### src/design/mps_pkg.sv
// Shared types and constants for the masked pattern scanner.
package mps_pkg;

  localparam int ADDR_W    = 32;
  localparam int COUNT_W   = 32;
  localparam int SKIP_W    = 16;
  localparam int MATCH_W   = 17;
  localparam int PLEN_W    = 5;
  localparam int CFG_W     = 64;
  localparam int CFG_IDX_W = 3;
  localparam int PAT_BYTES = 16;

  typedef enum logic [CFG_IDX_W-1:0] {
    CFG_BASE_ADDRESS       = 3'd0,
    CFG_SCAN_LIMIT         = 3'd1,
    CFG_SKIP_COUNT         = 3'd2,
    CFG_PATTERN_BYTES_LOW  = 3'd3,
    CFG_PATTERN_BYTES_HIGH = 3'd4,
    CFG_CARE_MASK          = 3'd5,
    CFG_PATTERN_LENGTH     = 3'd6
  } cfg_reg_t;

endpackage

### src/design/masked_pattern_scanner.sv
// Masked byte signature scanner over a stream of memory bytes.
//
// The input channel carries one memory byte per item, in address order, with
// in_scan_start marking position zero of a new scan. Each item is captured in
// an input register and handled in the next cycle: the window compare, the
// counters and the result all resolve combinationally in that cycle, so the block
// takes a new item every cycle unless a result waits on a stalled receiver.
// A result item (found or not found) is registered from the item that ended
// the scan. Items that end no scan produce nothing; after a result the block
// drops bytes until the next item with in_scan_start set.
// The configuration port writes one register per cycle with no wait.
// If the receiver stalls, the result is held in the output register; items
// that produce no result keep flowing, and an item that would produce a result
// waits in the input register, which then holds in_ready low.
// Reset (synchronous, active low) loads the register reset values, empties
// both stages and leaves the scanner idle until a scan start.
module masked_pattern_scanner
  import mps_pkg::*;
#(
  parameter int PATTERN_MAX = 16
) (
  input  logic                 clk,
  input  logic                 rst_n,
  input  logic                 in_valid,
  output logic                 in_ready,
  input  logic [7:0]           in_byte_value,
  input  logic                 in_scan_start,
  output logic                 out_valid,
  input  logic                 out_ready,
  output logic                 out_found,
  output logic [ADDR_W-1:0]    out_match_address,
  input  logic                 cfg_we,
  input  logic [CFG_IDX_W-1:0] cfg_index,
  input  logic [CFG_W-1:0]     cfg_data
);

  localparam int LW = ($clog2(PATTERN_MAX + 1) > PLEN_W) ? $clog2(PATTERN_MAX + 1) : PLEN_W;
  localparam int IW = (PATTERN_MAX > 1) ? $clog2(PATTERN_MAX) : 1;
  localparam int WD = (PATTERN_MAX > 1) ? PATTERN_MAX - 1 : 1;
  localparam int CK = (PATTERN_MAX < PAT_BYTES) ? PATTERN_MAX : PAT_BYTES;

  // Configuration registers
  logic [ADDR_W-1:0]    base_address_r;
  logic [COUNT_W-1:0]   scan_limit_r;
  logic [SKIP_W-1:0]    skip_count_r;
  logic [8*PAT_BYTES-1:0] pattern_r;
  logic [PAT_BYTES-1:0] care_mask_r;
  logic [PLEN_W-1:0]    pattern_length_r;

  // Input stage
  logic       s1_valid_r;
  logic [7:0] s1_byte_r;
  logic       s1_start_r;

  // Scan state
  logic [7:0]         win_r [WD];
  logic [7:0]         win_base [WD];
  logic [COUNT_W-1:0] seen_r, seen_base, seen_nxt;
  logic [MATCH_W-1:0] matches_r, matches_base, matches_nxt;
  logic               finished_r, finished_base, finished_nxt;

  logic [7:0]         cur [PATTERN_MAX];
  logic [LW-1:0]      pl, len, idx;
  logic [COUNT_W-1:0] pos;
  logic               active, checked, match, report_hit, report_miss, result_hit;
  logic               s1_fire;

  // Output register
  logic              out_valid_r;
  logic              out_found_r;
  logic [ADDR_W-1:0] out_match_address_r;

  always_ff @(posedge clk) begin
    if (!rst_n) begin
      base_address_r   <= '0;
      scan_limit_r     <= '0;
      skip_count_r     <= '0;
      pattern_r        <= '0;
      care_mask_r      <= '0;
      pattern_length_r <= PLEN_W'(1);
    end else if (cfg_we) begin
      case (cfg_index)
        CFG_BASE_ADDRESS:       base_address_r   <= cfg_data[ADDR_W-1:0];
        CFG_SCAN_LIMIT:         scan_limit_r     <= cfg_data[COUNT_W-1:0];
        CFG_SKIP_COUNT:         skip_count_r     <= cfg_data[SKIP_W-1:0];
        CFG_PATTERN_BYTES_LOW:  pattern_r[63:0]  <= cfg_data;
        CFG_PATTERN_BYTES_HIGH: pattern_r[127:64] <= cfg_data;
        CFG_CARE_MASK:          care_mask_r      <= cfg_data[PAT_BYTES-1:0];
        CFG_PATTERN_LENGTH:     pattern_length_r <= cfg_data[PLEN_W-1:0];
        default: ;
      endcase
    end
  end

  // A scan start wipes the state before the byte is handled.
  always_comb begin
    seen_base     = s1_start_r ? '0 : seen_r;
    matches_base  = s1_start_r ? '0 : matches_r;
    finished_base = s1_start_r ? 1'b0 : finished_r;
    for (int i = 0; i < WD; i++) begin
      win_base[i] = s1_start_r ? 8'h00 : win_r[i];
    end
    cur[0] = s1_byte_r;
    for (int j = 1; j < PATTERN_MAX; j++) begin
      cur[j] = win_base[j-1];
    end
  end

  always_comb begin
    pl = LW'(pattern_length_r);
    if (pl == '0) begin
      len = LW'(1);
    end else if (pl > LW'(PATTERN_MAX)) begin
      len = LW'(PATTERN_MAX);
    end else begin
      len = pl;
    end
  end

  // Pattern byte k lines up with the byte len-1-k positions back.
  always_comb begin
    match = 1'b1;
    idx   = '0;
    for (int k = 0; k < CK; k++) begin
      idx = len - LW'(1) - LW'(k);
      if (LW'(k) < len && care_mask_r[k] &&
          cur[idx[IW-1:0]] != pattern_r[8*k +: 8]) begin
        match = 1'b0;
      end
    end
  end

  always_comb begin
    active       = s1_valid_r && !finished_base;
    seen_nxt     = (seen_base == '1) ? seen_base : seen_base + COUNT_W'(1);
    checked      = seen_nxt >= COUNT_W'(len);
    pos          = seen_nxt - COUNT_W'(len);
    matches_nxt  = (checked && match) ? matches_base + MATCH_W'(1) : matches_base;
    report_hit   = checked && match && (matches_nxt > MATCH_W'(skip_count_r));
    report_miss  = checked && !match &&
                   ({1'b0, pos} + (COUNT_W+1)'(1) >= {1'b0, scan_limit_r});
    result_hit   = active && (report_hit || report_miss);
    finished_nxt = finished_base || report_hit || report_miss;
  end

  assign s1_fire  = s1_valid_r && (!out_valid_r || out_ready || !result_hit);
  assign in_ready = !s1_valid_r || s1_fire;

  always_ff @(posedge clk) begin
    if (!rst_n) begin
      s1_valid_r <= 1'b0;
    end else if (in_ready) begin
      s1_valid_r <= in_valid;
    end
  end

  always_ff @(posedge clk) begin
    if (in_ready && in_valid) begin
      s1_byte_r  <= in_byte_value;
      s1_start_r <= in_scan_start;
    end
  end

  always_ff @(posedge clk) begin
    if (!rst_n) begin
      seen_r     <= '0;
      matches_r  <= '0;
      finished_r <= 1'b1;
      for (int i = 0; i < WD; i++) begin
        win_r[i] <= 8'h00;
      end
    end else if (s1_fire) begin
      if (finished_base) begin
        seen_r     <= seen_base;
        matches_r  <= matches_base;
        finished_r <= finished_base;
        win_r      <= win_base;
      end else begin
        seen_r     <= seen_nxt;
        matches_r  <= matches_nxt;
        finished_r <= finished_nxt;
        win_r[0]   <= s1_byte_r;
        for (int i = 1; i < WD; i++) begin
          win_r[i] <= win_base[i-1];
        end
      end
    end
  end

  always_ff @(posedge clk) begin
    if (!rst_n) begin
      out_valid_r <= 1'b0;
    end else if (s1_fire && result_hit) begin
      out_valid_r <= 1'b1;
    end else if (out_ready) begin
      out_valid_r <= 1'b0;
    end
  end

  always_ff @(posedge clk) begin
    if (s1_fire && result_hit) begin
      out_found_r         <= report_hit;
      out_match_address_r <= report_hit ? base_address_r + pos : '0;
    end
  end

  assign out_valid         = out_valid_r;
  assign out_found         = out_found_r;
  assign out_match_address = out_match_address_r;

endmodule

### config.mk
export PLATFORM = sky130hd
export DESIGN_NAME = masked_pattern_scanner
export DESIGN_NICKNAME = d
export VERILOG_FILES = /design/src/design/mps_pkg.sv /design/src/design/masked_pattern_scanner.sv
export SDC_FILE = /design/constraint.sdc
export NUM_CORES = 2
export LEC_CHECK = 0
export BUFFER_PORTS_ARGS = -buffer_cell sky130_fd_sc_hd__buf_2
export CORE_ASPECT_RATIO = 0.75
export CORE_MARGIN = 4
export CORE_UTILIZATION = 40
export CTS_BUF_LIST = sky130_fd_sc_hd__clkbuf_16
export CTS_CLUSTER_DIAMETER = 80
export DETAILED_ROUTE_END_ITERATION = 7
export SYNTH_ARGS = -nofsm -noshare
export SYNTH_HDL_FRONTEND = slang
export SYNTH_SLANG_ARGS = --single-unit
### constraint.sdc
create_clock -name clk -period 14.6 [get_ports clk]
set_clock_uncertainty 0.1 [all_clocks]
set_input_delay 2.92 -clock clk [delete_from_list [all_inputs] [get_ports clk]]
set_output_delay 2.92 -clock clk [all_outputs]
set_load 0.005 [all_outputs]
==> impl_metrics.ini <==
[layout]
final_cells = 5151
final_util_pct = 44.6
final_common_cell = nand2_1
synthToLayoutAreaGrowth_pct = 9.75
drive_gt1_share_pct = 10.8
fillers = 8058
final_cell_mix = nand2_1, dfxtp_1, a21oi_1
final_nets = 4229

[logic_synthesis]
syn_area_sq_mm = 0.0329
synth_warnings = 0
async_reset_ff_share_pct = 0
avgSynthCellArea_sq_um = 8.07
synth_edf_count = 42
syn-num-nets = 4263
synth_top_cell_by_area = dfxtp_1
yosysUniqueCellTypes = 94
syn_inst = 4082
yosysSeqAreaShare_pct = 28.2
yosys_most_used_dff = dfxtp_1
synth_area_leaders = dfxtp_1, nand2_1, mux2i_1, mux4_2, a21oi_1
synth_seq_cells = 443
netlist.area_leader.share_pct = 24.4

[critical_path]
arrival_ns = 10.98
required_ns = 11.58
end_kind = output pin
path_class = reg2out
cp_max_fo = 45
r2r_slack_ns = 2.47
cp_slowest_stage_delay_ns = 0.93
crit_slowest_cell = nor4b_2
start_kind = flip-flop

[power_and_ir_drop]
sequentialPowerShare_pct = 40.2
leakage_nw = 13.0
powerDensity_mw_per_mm2 = 88.0
p_sw_share_pct = 29.7
ir_drop_v = 0.0000810
combPwrFrac_pct = 16.2
clkPwrFrac_pct = 43.6
internal_power_mw = 2.24
power.switching_mw = 0.944

[floorplanning]
start_util_pct = 40.7
die_w_um = 339
rows = 90
io_pins = 116
die_y_um = 256
core_region_area_sq_mm = 0.0810
fp.dieArea_sq_mm = 0.0870

[timing]
period_share_pct = 95.9
tns_ns = 0
period_minus_slack_ns = 14.00
worst_pin_slew_ns = 1.22
setup_viol = 0
max_freq_mhz = 71.4
holdWs_ns = 0.346
rsz0062_at_grt = no
slew_viol_final = 0
hold_violations = 0
slew_headroom_pct = 16.4

[clocking]
root_buffer = clkbuf_16
postCtsSetupBuffers = 0
cts_resized = 0
clkSinkCount = 443
tritoncts = done
clkTransAtPathRegs_ns = 0.06
cts.htree.levels = 2
cts_hold_buffers = 0
clk_path_buf_depth = 3
clk_latency_ns = 0.63
cts_buffers = 52

[global_route]
grt_overflow = 0
antenna_found_initial = 2
grt_usage_pct = 28.3
grt_pass1_vias = 28800
grt_max_degree = 134
grt_first_pass_wirelength_um = 191000

[detailed_routing]
routed_wl_um = 128000
vias_per_cell = 6.26
firstDrtPassIters = 6
drt-initial-drc-count = 4333
drc = 0
drtAntennaViolNets = 0
num_vias = 32300
wire_per_inst_um = 24.9

[hold_path]
hp-class = reg2reg

[place]
place_inst = 5052
gp_congestion = 1.04
place_hpwl_um = 94600
port_buffers = 115

[flow_run]
max_cap_violations = 0

[run_status]
outcome = finished, final reports clean
critical path, delay by kind of cell (launching register included):
| family | cells | cell delay (ns) |
|---|---|---|
| simple gates | 7 | 2.86 |
| xor+xnor | 2 | 0.38 |
| flops | 1 | 0.33 |
| fa+ha+maj | 2 | 0.82 |
| compound gates | 13 | 3.15 |
| mux | 2 | 0.85 |
| buf+inv | 7 | 1.94 |
cell type report:
| type | count | area, sq um | share of cell area, % |
|---|---|---|---|
| multi-input cells | 3254 | 22200 | 61.4 |
| flip-flops and latches | 443 | 9290 | 25.7 |
| clock buffers | 56 | 1400 | 3.88 |
| well taps | 1058 | 1320 | 3.66 |
| repair buffers | 181 | 1080 | 3.00 |
| inverters | 116 | 445 | 1.23 |
| clock inverters | 41 | 388 | 1.07 |
| diodes | 2 | 5.00 | 0.0138 |
metal layers:
layer	global-route usage [%]	up-vias	wire length (um)
met1	43.9	15500	60100
met5	0	-	0
met2	36.6	1778	48100
met4	6.46	0	2920
li1	-	14700	-
met3	9.72	198	17200
path summary, 6_finish.rpt:
kind                                           from             to  cells after the start
worst max-delay path            pattern_length_r[4]       in_ready                     33
worst min-delay path                      win_r[21]      win_r[21]                      2
worst max register to register  pattern_length_r[4]  matches_r[15]                     34
worst min register to register            win_r[21]      win_r[21]                      2
logic make-up (layout without fill, tap and decap cells):
family | Yosys count | count (layout) | synth area share (%)
AO/OA/AOI/OAI | 1014 | 1014 | 20.3
buffers and inverters | 385 | 394 | 4.69
other | 0 | 2 | 0
adder cells (fa/ha/maj) | 100 | 100 | 3.85
XOR/XNOR | 251 | 251 | 6.70
AND/OR/NAND/NOR | 1534 | 1534 | 22.3
flip-flops | 443 | 443 | 28.2
multiplexers | 355 | 355 | 14.0
flip-flops by register name, indices dropped and copies added (netlist names), 5 cells and up:
name / cells
win_r: 120
seen_r: 32
scan_limit_r: 32
s1_byte_r: 8
pattern_r: 128
pattern_length_r: 5
base_address_r: 32
skip_count_r: 16
matches_r: 17
care_mask_r: 16
out_match_address: 32
stage by stage:
step                cell area [sq um]  power, mW  worst slack [ns]
detailed placement              34300       1.81              1.53
global route                    36100       3.30            0.0231
finish                          36100       3.18             0.598
global placement                34300       1.81              1.52
floorplan                       32900       1.64              2.10
CTS                             36100       3.19             0.837
synth_stat cells (14+ instances only):
library cell / number
o21ai_1: 37
edfxtp_1: 42
a21o_1: 33
xor2_1: 96
nor4_1: 38
a31o_2: 15
clkbuf_1: 179
nand2_1: 697
dfxtp_1: 401
mux2_2: 22
a22oi_1: 30
and3_1: 38
o21a_1: 28
buf_2: 51
a2111oi_0: 14
nor3_1: 56
xnor2_1: 154
o22ai_1: 19
mux4_2: 82
buf_1: 32
nor2_1: 235
nand2b_1: 32
mux2i_1: 251
a31oi_1: 26
a221oi_1: 20
a21boi_0: 14
o211ai_1: 15
a211oi_1: 83
a22o_1: 87
nand4_1: 43
o31ai_1: 18
a21oi_1: 342
inv_1: 110
nor2b_1: 141
nand3_1: 103
ha_1: 98
and2_1: 29
or4_1: 17
o21ai_0: 116
or3_1: 17
power by group through the flow:
stage | sequential [mW] | clock (mW) | combinational (mW)
finish | 1.28 | 1.39 | 0.514
global route | 1.28 | 1.46 | 0.556
CTS | 1.28 | 1.41 | 0.503
detailed placement | 1.31 | 0 | 0.501
global placement | 1.31 | 0 | 0.500
floorplan | 1.30 | 0 | 0.343
Note: power is estimated with default switching activity, not from simulation.
